## src/hw/rtl/terminal_key_sequence_decoder_unit_assert.svh

```systemverilog
// Assertion macros shared by the RTL of the key decoder.
`ifndef TERMINAL_KEY_SEQUENCE_DECODER_UNIT_ASSERT_SVH
`define TERMINAL_KEY_SEQUENCE_DECODER_UNIT_ASSERT_SVH

// Concurrent check on clk, off during reset.
`define TKSD_ASSERT(lbl, prop) \
  lbl: assert property (@(posedge clk) disable iff (rst) (prop)) \
    else $error("tksd check failed");

// Implication check on clk, off during reset.
`define TKSD_ASSERT_IMP(lbl, cond, prop) \
  lbl: assert property (@(posedge clk) disable iff (rst) (cond) |-> (prop)) \
    else $error("tksd check failed");

`endif

```

## src/hw/rtl/tksd_pkg.sv

```systemverilog
`default_nettype none
package tksd_pkg;

  typedef enum logic [1:0] {
    PH_IDLE    = 2'd0,
    PH_ESC     = 2'd1,
    PH_BRACKET = 2'd2,
    PH_UTF8    = 2'd3
  } phase_t;

  typedef enum logic [2:0] {
    KIND_ESC      = 3'd0,
    KIND_ARROW_UP = 3'd1,
    KIND_ARROW_DN = 3'd2,
    KIND_ARROW_RT = 3'd3,
    KIND_ARROW_LT = 3'd4,
    KIND_NEWLINE  = 3'd5,
    KIND_ERASE    = 3'd6,
    KIND_GLYPH    = 3'd7
  } key_kind_t;

  typedef struct packed {
    logic       mode;
    logic [7:0] data_byte;
  } in_word_t;

  typedef struct packed {
    key_kind_t   key_kind;
    logic [2:0]  char_length;
    logic [31:0] char_bytes;
  } key_word_t;

  localparam logic        MODE_BYTE     = 1'b0;
  localparam logic        MODE_TICK     = 1'b1;
  localparam logic [7:0]  BYTE_ESC      = 8'd27;
  localparam logic [7:0]  BYTE_BRACKET  = 8'h5B;
  localparam logic [7:0]  BYTE_A        = 8'h41;
  localparam logic [7:0]  BYTE_B        = 8'h42;
  localparam logic [7:0]  BYTE_C        = 8'h43;
  localparam logic [7:0]  BYTE_D        = 8'h44;
  localparam logic [7:0]  BYTE_LF       = 8'd10;
  localparam logic [7:0]  BYTE_CR       = 8'd13;
  localparam logic [7:0]  BYTE_DEL      = 8'd127;
  localparam logic [7:0]  BYTE_BS       = 8'd8;
  localparam logic [7:0]  TIMEOUT_RESET = 8'd10;

  function automatic logic [2:0] lead_length(input logic [7:0] b);
    logic [2:0] len;
    len = 3'd1;
    if (b[7] == 1'b0) begin
      len = 3'd1;
    end else if ((b & 8'hE0) == 8'hC0) begin
      len = 3'd2;
    end else if ((b & 8'hF0) == 8'hE0) begin
      len = 3'd3;
    end else if ((b & 8'hF8) == 8'hF0) begin
      len = 3'd4;
    end
    return len;
  endfunction

endpackage
`default_nettype wire

```

## src/hw/rtl/terminal_key_sequence_decoder_unit.sv

```systemverilog
`default_nettype none
// Decodes a stream of terminal bytes and time ticks into keys: ESC [ A/B/C/D
// arrows, escape (on a bad follow-up byte or after timeout_ticks ticks, one
// tick if it is zero), enter, backspace and UTF-8 characters of one to four
// bytes; a character cut short by the timeout comes out with length one and
// the bytes gathered. Words pass through the input and result registers;
// a new word is accepted every cycle while the key output is not stalled. The
// timeout register may be written only while no word is in flight.
module terminal_key_sequence_decoder_unit (
  input  wire                 clk,
  input  wire                 rst,
  input  wire                 in_valid,
  output logic                in_stall,
  input  tksd_pkg::in_word_t  in_word,
  output logic                key_valid,
  input  wire                 key_stall,
  output tksd_pkg::key_word_t key_word,
  input  wire                 cfg_valid,
  output logic                cfg_ready,
  input  wire  [7:0]          cfg_data
);
  import tksd_pkg::*;

  logic [7:0]  timeout_ticks;
  logic        s1_valid;
  in_word_t    s1_word;
  logic        s1_fire;
  logic        out_free;

  phase_t      phase, phase_next;
  logic [7:0]  wait_count, wait_count_next;
  logic [31:0] gathered_bytes, gathered_bytes_next;
  logic [2:0]  expected_length, expected_length_next;
  logic [2:0]  received_count, received_count_next;

  logic [7:0]  limit;
  logic [7:0]  wait_inc;
  logic        timed_out;
  logic [2:0]  lead_len;
  logic [2:0]  rc_inc;
  logic [31:0] merged_bytes;
  logic [7:0]  b;
  logic        emit;
  key_word_t   result;

  assign out_free  = !key_valid || !key_stall;
  assign s1_fire   = s1_valid && out_free;
  assign in_stall  = s1_valid && !out_free;
  assign cfg_ready = !s1_valid;

  always_ff @(posedge clk) begin
    if (rst) begin
      timeout_ticks <= TIMEOUT_RESET;
    end else if (cfg_valid && cfg_ready) begin
      timeout_ticks <= cfg_data;
    end
  end

  always_ff @(posedge clk) begin
    if (rst) begin
      s1_valid <= 1'b0;
    end else if (!in_stall) begin
      s1_valid <= in_valid;
    end
  end

  always_ff @(posedge clk) begin
    if (!in_stall) begin
      s1_word <= in_word;
    end
  end

  assign b        = s1_word.data_byte;
  assign limit    = (timeout_ticks == 8'd0) ? 8'd1 : timeout_ticks;
  assign wait_inc = (wait_count == 8'hFF) ? wait_count : wait_count + 8'd1;
  assign timed_out = (wait_inc >= limit);
  assign lead_len = lead_length(b);
  assign rc_inc   = received_count + 3'd1;

  always_comb begin
    merged_bytes = gathered_bytes;
    unique case (received_count)
      3'd0:    merged_bytes[7:0]   = gathered_bytes[7:0]   | b;
      3'd1:    merged_bytes[15:8]  = gathered_bytes[15:8]  | b;
      3'd2:    merged_bytes[23:16] = gathered_bytes[23:16] | b;
      3'd3:    merged_bytes[31:24] = gathered_bytes[31:24] | b;
      default: merged_bytes = gathered_bytes;
    endcase
  end

  // next state
  always_comb begin
    phase_next           = phase;
    wait_count_next      = wait_count;
    gathered_bytes_next  = gathered_bytes;
    expected_length_next = expected_length;
    received_count_next  = received_count;
    if (s1_fire) begin
      if (s1_word.mode == MODE_TICK) begin
        if (phase != PH_IDLE) begin
          wait_count_next = timed_out ? 8'd0 : wait_inc;
          if (timed_out) begin
            phase_next = PH_IDLE;
          end
        end
      end else begin
        wait_count_next = 8'd0;
        unique case (phase)
          PH_ESC: begin
            phase_next = (b == BYTE_BRACKET) ? PH_BRACKET : PH_IDLE;
          end
          PH_BRACKET: begin
            phase_next = PH_IDLE;
          end
          PH_UTF8: begin
            gathered_bytes_next = merged_bytes;
            received_count_next = rc_inc;
            if (rc_inc >= expected_length) begin
              phase_next = PH_IDLE;
            end
          end
          PH_IDLE: begin
            priority if (b == BYTE_ESC) begin
              phase_next = PH_ESC;
            end else if (b == BYTE_LF || b == BYTE_CR || b == BYTE_DEL || b == BYTE_BS) begin
              phase_next = PH_IDLE;
            end else begin
              gathered_bytes_next  = {24'd0, b};
              expected_length_next = lead_len;
              received_count_next  = 3'd1;
              phase_next           = (lead_len == 3'd1) ? PH_IDLE : PH_UTF8;
            end
          end
          default: phase_next = PH_IDLE;
        endcase
      end
    end
  end

  // result
  always_comb begin
    emit   = 1'b0;
    result = '{key_kind: KIND_ESC, char_length: 3'd0, char_bytes: 32'd0};
    if (s1_word.mode == MODE_TICK) begin
      if (phase != PH_IDLE && timed_out) begin
        emit = 1'b1;
        if (phase == PH_UTF8) begin
          result = '{key_kind: KIND_GLYPH, char_length: 3'd1, char_bytes: gathered_bytes};
        end
      end
    end else begin
      unique case (phase)
        PH_ESC: begin
          emit = (b != BYTE_BRACKET);
        end
        PH_BRACKET: begin
          emit = 1'b1;
          priority if (b == BYTE_A) begin
            result.key_kind = KIND_ARROW_UP;
          end else if (b == BYTE_B) begin
            result.key_kind = KIND_ARROW_DN;
          end else if (b == BYTE_C) begin
            result.key_kind = KIND_ARROW_RT;
          end else if (b == BYTE_D) begin
            result.key_kind = KIND_ARROW_LT;
          end else begin
            result.key_kind = KIND_ESC;
          end
        end
        PH_UTF8: begin
          emit = (rc_inc >= expected_length);
          result = '{key_kind: KIND_GLYPH, char_length: expected_length,
                     char_bytes: merged_bytes};
        end
        PH_IDLE: begin
          priority if (b == BYTE_ESC) begin
            emit = 1'b0;
          end else if (b == BYTE_LF || b == BYTE_CR) begin
            emit = 1'b1;
            result.key_kind = KIND_NEWLINE;
          end else if (b == BYTE_DEL || b == BYTE_BS) begin
            emit = 1'b1;
            result.key_kind = KIND_ERASE;
          end else begin
            emit = (lead_len == 3'd1);
            result = '{key_kind: KIND_GLYPH, char_length: 3'd1,
                       char_bytes: {24'd0, b}};
          end
        end
        default: emit = 1'b0;
      endcase
    end
  end

  always_ff @(posedge clk) begin
    if (rst) begin
      phase           <= PH_IDLE;
      wait_count      <= 8'd0;
      gathered_bytes  <= 32'd0;
      expected_length <= 3'd0;
      received_count  <= 3'd0;
    end else begin
      phase           <= phase_next;
      wait_count      <= wait_count_next;
      gathered_bytes  <= gathered_bytes_next;
      expected_length <= expected_length_next;
      received_count  <= received_count_next;
    end
  end

  always_ff @(posedge clk) begin
    if (rst) begin
      key_valid <= 1'b0;
    end else if (s1_fire && emit) begin
      key_valid <= 1'b1;
    end else if (!key_stall) begin
      key_valid <= 1'b0;
    end
  end

  always_ff @(posedge clk) begin
    if (s1_fire && emit) begin
      key_word <= result;
    end
  end

`include "terminal_key_sequence_decoder_unit_assert.svh"

  `TKSD_ASSERT_IMP(a_idle_wait_clear, phase == PH_IDLE, wait_count == 8'd0)
  `TKSD_ASSERT_IMP(a_utf8_counts, phase == PH_UTF8,
                   expected_length >= 3'd2 && received_count < expected_length)
  `TKSD_ASSERT_IMP(a_stall_only_full, in_stall, s1_valid && key_valid)
  `TKSD_ASSERT_IMP(a_non_char_empty, key_valid && key_word.key_kind != KIND_GLYPH,
                   key_word.char_length == 3'd0 && key_word.char_bytes == 32'd0)

endmodule
`default_nettype wire

```

## config.mk

```make
export PLATFORM = sky130hd
export DESIGN_NAME = terminal_key_sequence_decoder_unit
export DESIGN_NICKNAME = d
export VERILOG_FILES = /design/src/hw/rtl/tksd_pkg.sv /design/src/hw/rtl/terminal_key_sequence_decoder_unit.sv
export VERILOG_INCLUDE_DIRS = /design/src /design/src/hw/rtl
export SDC_FILE = /design/constraint.sdc
export NUM_CORES = 1
export LEC_CHECK = 0
export BUFFER_PORTS_ARGS = -buffer_cell sky130_fd_sc_hd__buf_2
export CORE_UTILIZATION = 58
export CTS_CLUSTER_DIAMETER = 50
export DETAILED_ROUTE_END_ITERATION = 16
export PLACE_DENSITY = 0.8
export REMOVE_ABC_BUFFERS = 1
export SYNTH_ARGS = -nofsm -noshare
export SYNTH_HDL_FRONTEND = slang
export SYNTH_SLANG_ARGS = --single-unit
```

## constraint.sdc

```tcl
create_clock -name clk -period 7.7 [get_ports clk]
set_clock_uncertainty 0.2 [all_clocks]
set_input_delay 2.31 -clock clk [delete_from_list [all_inputs] [get_ports clk]]
set_output_delay 2.31 -clock clk [all_outputs]
set_load 0.03 [all_outputs]
```

# Word level (Yosys, flattened, before mapping)
# Cells that the tools add are included.
dict set report op_classes {
  mux 50
  n_lt_le_gt_ge 2
  addsub 2
  n_eq_ne 28
  n_bitwise 7
  n_reduce_logical 23
}
# op count
set op_table {}
lappend op_table {{two-way mux 38 bit} 4}
lappend op_table {{two-way mux 8 bit} 9}
lappend op_table {{one-hot mux 35 bit (2 select lines)} 1}
lappend op_table {{two-way mux 33 bit} 2}
lappend op_table {{two-way mux 32 bit} 2}
lappend op_table {{one-hot mux 32 bit (2 select lines)} 1}
lappend op_table {{equality test 8 x 7 -> 1 bit (second input constant)} 6}
lappend op_table {{bitwise OR 8 bit} 4}
lappend op_table {{two-way mux 3 bit} 10}
lappend op_table {{equality test 8 x 4 -> 1 bit (second input constant)} 3}
lappend op_table {{two-way mux 2 bit} 9}
lappend op_table {{AND reduction 5 bit} 2}
lappend op_table {{one-hot mux 3 bit (3 select lines)} 1}
lappend op_table {{adder 8 x 1 -> 8 bit (second input constant)} 1}
lappend op_table {{equality test 8 x 5 -> 1 bit (second input constant)} 1}
lappend op_table {{equality test 8 bit (second input constant)} 1}
lappend op_table {{>= comparator 8 bit} 1}
lappend op_table {{logical NOT 8 bit} 1}
lappend op_table {{two-way mux 1 bit} 8}
lappend op_table {{!= test 8 x 7 -> 1 bit (second input constant)} 1}
lappend op_table {{one-hot mux 2 bit (4 select lines)} 1}
lappend op_table {{equality test 3 x 1 -> 1 bit (second input constant)} 2}
lappend op_table {{equality test 3 x 2 -> 1 bit (second input constant)} 2}
lappend op_table {{!= test 2 x 1 -> 1 bit (second input constant)} 3}
lappend op_table {{other kinds (20)} 36}
dict set report word_totals {
  reg_bits 105
  output_inout_bits 41
  in_bits 22
}

# Depth between registers and ports, before layout
# Gate-level depths: netlist of the first run.
dict set report logic_depth {
  ltp_word 13
  mapped_depth 13
  depth_no_buf 11
}

# Least setup slack after synthesis of the first run
# OpenSTA, ideal clock, no wires.
dict set report synth_timing {
  path_type {in2reg}
  from {in key_stall}
  to {reg key_word[0] (netlist name) (enable)}
  required_time_ns 6.972
  slack_ns 0.726
  t_arrival_ns 6.245
  stages 2
  setup_ns 0.528
  path_cell_list {a21bo_2 -> nor4_1}
}
dict set report synth_via {
  elab_chain_len 4
}
# element line_no
set synth_rtl {}
lappend synth_rtl {{start: declaration} terminal_key_sequence_decoder_unit.sv:16} ;# input wire key_stall,
lappend synth_rtl {{logical NOT 1 bit} n/a}
lappend synth_rtl {{logical OR 1 bit} terminal_key_sequence_decoder_unit.sv:46} ;# assign out_free = !key_valid || !key_stall;
lappend synth_rtl {{logical AND 1 bit} terminal_key_sequence_decoder_unit.sv:47} ;# assign s1_fire = s1_valid && out_free;
lappend synth_rtl {{logical AND 1 bit} terminal_key_sequence_decoder_unit.sv:222} ;# if (s1_fire && emit) begin
lappend synth_rtl {{end signal: assignment} terminal_key_sequence_decoder_unit.sv:223} ;# key_word <= result;
lappend synth_rtl {{end: declaration} terminal_key_sequence_decoder_unit.sv:17} ;# output tksd_pkg::key_word_t key_word,
# No other way between the ends.
# A chain may end at the register's enable or synchronous reset.

# Worst setup path after layout of the first run
dict set report layout_timing {
  from {in key_stall}
  to {out in_stall}
}
dict set report layout_via {
  elab_chain_len 4
}
# element line_no
set layout_rtl {}
lappend layout_rtl {{logical NOT 1 bit} n/a}
lappend layout_rtl {{logical OR 1 bit} terminal_key_sequence_decoder_unit.sv:46}
lappend layout_rtl {{logical NOT 1 bit} terminal_key_sequence_decoder_unit.sv:48} ;# assign in_stall = s1_valid && !out_free;
lappend layout_rtl {{logical AND 1 bit} terminal_key_sequence_decoder_unit.sv:48}
lappend layout_rtl {{end: declaration} terminal_key_sequence_decoder_unit.sv:13} ;# output logic in_stall,
# No other way between the ends.

==> reports/qor.yml, run 1 <==
synthFlopType: "dfxtp_1"
final_util: 0.6786
synth_area_mm2: 0.004851
synth_area_leaders: "edfxtp_1 29%, dfxtp_1 24%, nor2_1 6.7%, ha_1 5.4%, a21oi_1 5.1%"
drt_wl_total_um: 10290
drc: 0
status: "complete, no violations"
synth_cell_types: 62
postSynthCellCount: 486
grt_setup_unrepaired: "false"
grt_pass1_vias: 3611
cp.arrival_ns: 3.10
grt_util_all_layers: 0.2538
total_leakage_power_nw: 2.106
cts.path.max_buffers: 2
setup_viol: 0
ys_seq_area_frac: 0.5303
die_w_um: 93.45
vias_per_cell: 6.049
die_area_mm2: 0.008733
finalSetupTns_ns: 0
drive_gt1_frac: 0.1735
grt_overflow: 0
final-max-slew-violation-count: 0
maxSlewHeadroom: 0.3484
multi_input_area_mm2: 0.002047
numCtsBuffers: 9
rows: 32
cts_setup_buffers: 0
clk_pin_slew_ns: 0.10
port_buffers: 62
fmax_mhz: 178.2
p_per_area_mw_per_mm2: 188.0
place_worst_setup_slack_ns: 2.090
diodes: 0
io_pins: 63
required_ns: 5.19
fin_crit_ns: 5.612
htreeDepth: 3
cts_tree: "done"
nets: 574
finalCritPeriodShare: 0.7288
synth_seq_cells: 105
synth-edff-count: 47
hold_buffers: 0
ctsResizeCount: 0
fill_cells: 605
antenna_found_initial: 0
hold_class: "flip-flop to flip-flop"
wl_per_cell_um: 16.13
drt_iter0_markers: 331
final_cell_mix: "87 x nor2_1, 62 x buf_2, 58 x dfxtp_1, 49 x a21oi_1, 47 x edfxtp_1"
async_flop_share: 0
coreArea_mm2: 0.007888
antenna_left: 0
hpwl_um: 6898
insertion_delay_ns: 0.39
setup_slack_ns: 2.088
crit_type: "primary input to output port"
irDropWorstVdd_uv: 125.3
gp_congestion: 0.9379
drtPass1Iterations: 5
cts_sinks: 105
cp_max_fo: 11
synth_top_area_share: 0.2909
grt_start_max_net_pins: 55
seqCellArea_mm2: 0.002572
worst_slew_pin_slew_ns: 0.9774
cap_viol_max_count: 0
hold_violations: 0
cts_root_buf: "clkbuf_8"
worst_setup_path_start_kind: "primary input"
die_h_um: 93.45
grt_first_pass_wirelength_um: 16840
synth_top_area_cell: "edfxtp_1"
initial_core_util: 0.6150
vias: 3859
crit_path_end_kind: "output port"
syn2layout_area_growth_pct: 10.34
postSynthAreaPerCell_um2: 9.981
final_common_cell: "nor2_1"
yosysWarningCount: 0
==> kinds of logic (layout without fill, tap and decap cells) <==
family                   Yosys count  after routing  synth area share
AO/OA/AOI/OAI                    140            140            0.1976
XOR/XNOR                           1              1          0.001806
adder cells (fa/ha/maj)           21             21           0.05417
buffers and inverters             53            103           0.04900
flip-flops                       105            105            0.5303
multiplexers                       4              4          0.009543
AND/OR/NAND/NOR                  162            162            0.1576
==> cell usage after synthesis (all sizes together) (2+ instances only) <==
master / number
nand4bb: 3
a32oi: 10
o31ai: 2
mux2i: 2
inv: 23
buf: 13
dfxtp: 58
nor3: 5
nor4: 4
a211oi: 7
nand3: 6
a31oi: 3
ha: 21
edfxtp: 47
a211o: 2
o21a: 4
and2: 5
or3: 3
nand2: 27
nand4: 3
a21o: 4
a22o: 15
mux2: 2
o21ai: 10
a22oi: 24
nand2b: 4
clkbuf: 16
and3: 3
nor2b: 7
nor2: 87
a21oi: 49
==> per-stage QoR <==
step / instances / total power, mW / hold slack [ns] / instance area (um2)
final: 638 / 1.007 / 0.2567 / 5353
after global routing: 638 / 1.045 / 0.2765 / 5353
after CTS: 638 / 1.010 / 0.2589 / 5353
after detailed placement: 622 / 0.6867 / 0.2455 / 5159
after global placement: 622 / 0.6837 / 0.2386 / 5159
after floorplan: 456 / 0.6582 / 0.2258 / 4700
==> path summary, 6_finish.rpt <==
path / start / slack (ns) / to / cells past startpoint
setup / recovery: key_stall / 2.09 / in_stall / 4
hold / removal: expected_length[1] / 0.26 / expected_length[1] / 2
setup reg to reg: wait_count[0] / 3.62 / key_word[10] / 10
hold reg to reg: expected_length[1] / 0.26 / expected_length[1] / 2
==> layout make-up <==
type,instances,area share
sequential,105,0.4806
multi-input combinational,328,0.3824
timing repair buffer,64,0.06078
tap,102,0.02384
clock buffer,9,0.02314
inverter,23,0.01613
clock inverter,7,0.01309
==> critical path, stage by stage <==
cell,delay (ns)
buf_2,0.10
nand3_1,0.35
inv_1,0.13
buf_2,0.20
==> routing by layer <==
layer / track usage / wire (um) / up-vias
li1: - / - / 1849
met1: 0.3261 / 4388 / 1812
met2: 0.4105 / 4926 / 166
met3: 0.05122 / 743 / 32
met4: 0.1218 / 233 / 0
met5: 0 / 0 / -
==> sequential cells by signal (all words and copies together) (netlist names), 2 cells and up <==
signal and cells:
b 8, expected_length 3, gathered_bytes 32, key_word 38
phase 2, received_count 3, timeout_ticks 8, wait_count 8
==> where the power goes <==
part | internal, mW | switching (mW)
logic | 0.0246 | 0.0418
registers | 0.591 | 0.0173
clock network | 0.127 | 0.204
total | 0.743 | 0.263
(Power assumes the default switching activity.)
==> run 2, diff against run 1 <==
clock period = 5.6 ns   (was 7.7 ns; I/O delays follow)
==> reports/qor.yml, run 2 (synthesized netlist as in run 1, its figures left out) <==
status: "complete, no violations"  # unchanged
place_worst_setup_slack_ns: 1.225  # was 2.090 ns
hold_class: "flip-flop to flip-flop"  # unchanged
crit_chain: "buf_2 -> nand3_1 -> inv_1 -> buf_2"  # unchanged
total_leakage_power_nw: 2.108  # was 2.106 nW
multi_input_area_mm2: 0.002047  # unchanged
setup_viol: 0  # unchanged
cp.arrival_ns: 2.49  # was 3.10 ns
reg_top3: "key_word x38, gathered_bytes x32"  # unchanged
worst_setup_path_start_kind: "primary input"  # unchanged
drc: 0  # unchanged
cp_slowest_cell: "nand3_1"  # unchanged
insertion_delay_ns: 0.37  # was 0.39 ns
cts_root_buf: "clkbuf_8"  # unchanged
die_w_um: 93.45  # unchanged
cp_max_fo: 11  # unchanged
cp_common_cell: "buf_2"  # unchanged
rows: 32  # unchanged
setup_slack_ns: 1.226  # was 2.088 ns
vias_per_cell: 5.969  # was 6.049
htreeDepth: 3  # unchanged
p_per_area_mw_per_mm2: 263.2  # was 188.0 mW/mm2
maxSlewHeadroom: 0.3116  # was 0.3484
vias: 3808  # was 3,859
hpwl_um: 7015  # was 6898 um
cts.path.max_buffers: 2  # unchanged
crit_type: "primary input to output port"  # unchanged
placed_cells: 622  # unchanged
largest_reg_flops: 38  # unchanged
ctsResizeCount: 0  # unchanged
grt_pass1_vias: 3716  # was 3,611
cap_viol_max_count: 0  # unchanged
crit_path_end_kind: "output port"  # unchanged
fin_crit_ns: 4.374
wl_per_cell_um: 16.38  # was 16.13 um
critPathMaxStageDelay_ns: 0.36  # was 0.35 ns
drt_iter0_markers: 309  # was 331
grt_overflow: 0  # unchanged
coreArea_mm2: 0.007888  # unchanged
fill_cells: 626  # was 605
finalSetupTns_ns: 0  # unchanged
drive_gt1_frac: 0.1716  # was 0.1735
grt_util_all_layers: 0.2590  # was 0.2538
whs_ns: 0.2629  # was 0.2567 ns
top_register: "key_word"  # unchanged
grt_first_pass_wirelength_um: 17340  # was 16,840 um
seqCellArea_mm2: 0.002572  # unchanged
place_area_mm2: 0.005159  # unchanged
io_pins: 63  # unchanged
die_h_um: 93.45  # unchanged
gp_congestion: 0.9454  # was 0.9379
cts_sinks: 105  # unchanged
initial_core_util: 0.6150  # unchanged
worst_slew_pin_slew_ns: 1.033  # was 0.9774 ns
required_ns: 3.72  # was 5.19 ns
path_buf_inv: 3  # unchanged
drtPass1Iterations: 5  # unchanged
syn2layout_area_growth_pct: 10.65  # was 10.34%
hold_buffers: 0  # unchanged
finalCritPeriodShare: 0.7812
final_cell_area_mm2: 0.005368  # was 0.005353 mm2
layout.cells.non_filler: 638  # unchanged
fmax_mhz: 228.6
antenna_left: 0  # unchanged
nets: 574  # unchanged
cts_tree: "done"  # unchanged
final-max-slew-violation-count: 0  # unchanged
cts_setup_buffers: 0  # unchanged
numCtsBuffers: 9  # unchanged
final_cell_mix: "87 x nor2_1, 62 x buf_2, 58 x dfxtp_1, 49 x a21oi_1, 47 x edfxtp_1"  # unchanged
critPathTopFamily: "buffers and inverters"  # unchanged
port_buffers: 62  # unchanged
drt_wl_total_um: 10450  # was 10,290 um
antenna_found_initial: 0  # unchanged
grt_setup_unrepaired: "false"  # unchanged
hold_violations: 0  # unchanged
clk_pin_slew_ns: 0.10  # about the same
irDropWorstVdd_uv: 172.6  # was 125.3 uV
diodes: 0  # unchanged
die_area_mm2: 0.008733  # unchanged
grt_start_max_net_pins: 39  # was 55
final_common_cell: "nor2_1"  # unchanged
run 2: area by class of cell:
type	instances	area share
Clock buffer	10	0.02378
Clock inverter	6	0.01515
Inverter	23	0.01608
Multi-Input combinational cell	328	0.3814
Sequential cell	105	0.4793
Tap cell	102	0.02378
Timing Repair Buffer	64	0.06061
run 2: tightest hold or removal path: stages, from the launching register on:
cell,delay [ns]
dfxtp_1,0.32
nand2_1,0.05
a21oi_1,0.05
run 2: worst paths after layout:
kind	start	to	slack, ns	cells past startpoint
worst max register to register	wait_count[0]	key_word[19]	1.59	10
worst max-delay path	key_stall	in_stall	1.23	4
worst min-delay path	timeout_ticks[7]	timeout_ticks[7]	0.26	2
worst min register to register	timeout_ticks[7]	timeout_ticks[7]	0.26	2
run 2: power by group:
part,switching (mW),internal (mW)
combinational,0.0580,0.0339
clock,0.270,0.214
sequential,0.0241,0.813
total,0.352,1.06
run 2: per-stage QoR:
stage                       util  power (mW)
after floorplan                -      0.9050
after global placement    0.6540      0.9404
after detailed placement  0.6540      0.9452
after CTS                 0.6805       1.417
after global routing      0.6805       1.464
final                     0.6805       1.413
run 2: layer usage:
layer  track usage  wire [um]  vias up  part of all wire
li1              -          -     1849                 -
met1        0.3450       4685     1800              0.45
met2        0.4216       5030      141              0.48
met3       0.03902        555       18             0.053
met4        0.1103        178        0             0.017
met5             0          0        -                 0
==> run 3, diff against run 2 <==
ABC_AREA = 1   (was unset)
PLACE_DENSITY = 0.79   (was 0.8)
clock period = 4.2 ns   (was 5.6 ns; I/O delays follow)
==> reports/qor.yml, run 3 <==
synth_top_area_cell: "edfxtp_1"  # unchanged
crit_type: "flip-flop to flip-flop"  # was primary input to output port
drtPass1Iterations: 5  # unchanged
cts.path.max_buffers: 2  # unchanged
hold_violations: 0  # unchanged
synth_area_leaders: "edfxtp_1 27%, dfxtp_1 22%, a21oi_1 9.9%, nand2_1 8.5%, ha_1 5.0%"  # was edfxtp_1 29%, dfxtp_1 24%, nor2_1 6.7%, ha_1 5.4%, a21oi_1 5.1%
status: "complete, no violations"  # unchanged
hpwl_um: 8152  # was 7015 um
cp.arrival_ns: 3.28  # was 2.49 ns
drc: 0  # unchanged
r2r-start: "wait_count[0]"  # unchanged
hold_class: "flip-flop to flip-flop"  # unchanged
gp_congestion: 0.8936  # was 0.9454
postSynthCellCount: 637  # was 486
clk_pin_slew_ns: 0.10  # about the same
rows: 34  # was 32
setup.worst_path.end: "key_word[4]"  # was in_stall
yosysWarningCount: 0  # unchanged
synth_seq_cells: 105  # unchanged
whs_ns: 0.2808  # was 0.2629 ns
regToRegSetupSlack_ns: 0.73  # was 1.59 ns
final_cell_mix: "120 x nand2_1, 104 x a21oi_1, 64 x nor2_1, 62 x buf_2, 58 x dfxtp_1"  # was 87 x nor2_1, 62 x buf_2, 58 x dfxtp_1, 49 x a21oi_1, 47 x edfxtp_1
power.internal_mw: 1.384  # was 1.061 mW
insertion_delay_ns: 0.37  # about the same
grt_pass1_vias: 4262  # was 3,716
worst_slew_pin_slew_ns: 0.6666  # was 1.033 ns
clockPowerShare: 0.317  # was 0.342
die_w_um: 97.35  # was 93.45 um
ctsResizeCount: 0  # unchanged
fmax_mhz: 288.0
reg2reg_to: "key_word[4]"  # was key_word[19]
worst_setup_path_start_kind: "flip-flop"  # was primary input
synth-edff-count: 47  # unchanged
diodes: 0  # unchanged
drt_iter0_markers: 207  # was 309
setup_viol: 0  # unchanged
postSynthAreaPerCell_um2: 8.277  # was 9.981 um2
initial_core_util: 0.6017  # was 0.6150
hold_buffers: 0  # unchanged
top_register: "key_word"  # unchanged
irDropWorstVdd_uv: 219.8  # was 172.6 uV
multi_input_area_mm2: 0.002290  # was 0.002047 mm2
switching_share: 0.2753  # was 0.2491
numCtsBuffers: 9  # unchanged
vias_per_cell: 5.680  # was 5.969
antenna_found_initial: 0  # unchanged
cts_root_buf: "clkbuf_8"  # unchanged
cp_max_fo: 38  # was 11
maxSlewHeadroom: 0.5551  # was 0.3116
total_leakage_power_nw: 2.303  # was 2.108 nW
seqCellArea_mm2: 0.002572  # unchanged
synth_area_mm2: 0.005273  # was 0.004851 mm2
io_pins: 63  # unchanged
cap_viol_max_count: 0  # unchanged
cts_setup_buffers: 0  # unchanged
finalSetupTns_ns: 0  # unchanged
crit_start: "wait_count[0]"  # was key_stall
htreeDepth: 3  # unchanged
syn2layout_area_growth_pct: 9.326  # was 10.65%
cts_sinks: 105  # unchanged
final-max-slew-violation-count: 0  # unchanged
vias: 4538  # was 3,808
combPwrFrac: 0.098  # was 0.065
finalCritPeriodShare: 0.8268
yosys.cell_count.top_type: "nand2_1"  # was nor2_1
final_common_cell: "nand2_1"  # was nor2_1
reg2regPathDepth: 16  # was 10
grt_setup_unrepaired: "false"  # unchanged
synth_top_area_share: 0.2677  # was 0.2909
fin_crit_ns: 3.472
p_per_area_mw_per_mm2: 331.3  # was 263.2 mW/mm2
grt_start_max_net_pins: 50  # was 39
grt_util_all_layers: 0.2581  # was 0.2590
grt_overflow: 0  # unchanged
crit_path_end_kind: "flip-flop"  # was output port
die_area_mm2: 0.009476  # was 0.008733 mm2
largest_reg_flops: 38  # unchanged
die_h_um: 97.35  # was 93.45 um
ys_seq_area_frac: 0.4879  # was 0.5303
nets: 729  # was 574
wl_per_cell_um: 14.85  # was 16.38 um
port_buffers: 62  # unchanged
fill_cells: 728  # was 626
p_seq_frac: 0.586  # was 0.593
async_flop_share: 0  # unchanged
coreArea_mm2: 0.008763  # was 0.007888 mm2
synth.top_cells.by_count: "120 x nand2_1, 104 x a21oi_1, 64 x nor2_1"  # was 87 x nor2_1, 58 x dfxtp_1, 49 x a21oi_1
grt_first_pass_wirelength_um: 19630  # was 17,340 um
antenna_left: 0  # unchanged
cts_tree: "done"  # unchanged
required_ns: 4.01  # was 3.72 ns
reg_top3: "key_word x38, gathered_bytes x32"  # unchanged
switchingPower_mw: 0.5257  # was 0.3520 mW
synthFlopType: "dfxtp_1"  # unchanged
drt_wl_total_um: 11860  # was 10,450 um
drive_gt1_frac: 0.1910  # was 0.1716
synth_cell_types: 35  # was 62
run 3: critical path: stages, from the launching register on:
cell and delay [ns]:
dfxtp_1 0.42, ha_1 0.21, nand2_1 0.08, nor2_2 0.18
nand3_2 0.21, nand3_1 0.14, xor2_1 0.09, ha_1 0.30
nand2_1 0.06, nor2_1 0.14, nand4_1 0.14, nand3_2 0.14
nand2_1 0.10, nand2_1 0.08, nand3_1 0.10, inv_1 0.06
buf_4 0.44
run 3: through the flow:
step / power (mW) / cells / util / area (um2) / setup slack [ns]
6_report: 1.910 / 799 / 0.6578 / 5764 / 0.7276
5_1_grt: 1.985 / 799 / 0.6578 / 5764 / 0.4710
4_1_cts: 1.916 / 799 / 0.6578 / 5764 / 0.7632
3_3_place_gp: 1.319 / 783 / 0.6365 / 5578 / 0.9275
3_5_place_dp: 1.326 / 783 / 0.6365 / 5578 / 0.7964
2_1_floorplan: 1.261 / 609 / - / 5102 / 0.7901
run 3: power groups by stage:
stage                     registers (mW)  clock network (mW)  logic, mW
final                               1.12               0.605      0.186
after global routing                1.12               0.656      0.207
after CTS                           1.12               0.613      0.185
after detailed placement            1.14                   0      0.184
after global placement              1.14                   0      0.178
after floorplan                     1.16                   0      0.105
run 3: area by class of cell:
type                            instances  area share
Clock inverter                          6     0.01020
Tap cell                              108     0.02344
Sequential cell                       105      0.4463
Multi-Input combinational cell        440      0.3972
Clock buffer                           10     0.02214
Timing Repair Buffer                   66     0.05904
Inverter                               64     0.04168
run 3: cells by family after synthesis:
logic type | count (synthesis) | share of synthesized area
AND/OR/NAND/NOR | 259 | 0.2188
AO/OA/AOI/OAI | 156 | 0.1590
flip-flops | 105 | 0.4879
buffers and inverters | 92 | 0.07783
adder cells (fa/ha/maj) | 21 | 0.04983
XOR/XNOR | 4 | 0.006646
run 3: how the worst min path moves through the flow:
stage	from	endpoint	slack [ns]	cells after the start
after detailed placement	expected_length[0]	expected_length[0]	0.27	2
after CTS	expected_length[0]	expected_length[0]	0.28	2
after floorplan	expected_length[0]	expected_length[0]	0.24	2
final	expected_length[0]	expected_length[0]	0.28	2
after global placement	timeout_ticks[0]	timeout_ticks[0]	0.27	2
after global routing	expected_length[0]	expected_length[0]	0.31	2
run 3: layer usage:
layer	global-route usage	vias up	wire, um	part of all wire
li1	-	2222	-	-
met1	0.3212	2139	5147	0.43
met2	0.4442	158	5920	0.50
met3	0.05396	19	607	0.051
met4	0.09276	0	188	0.016
met5	0	-	0	0
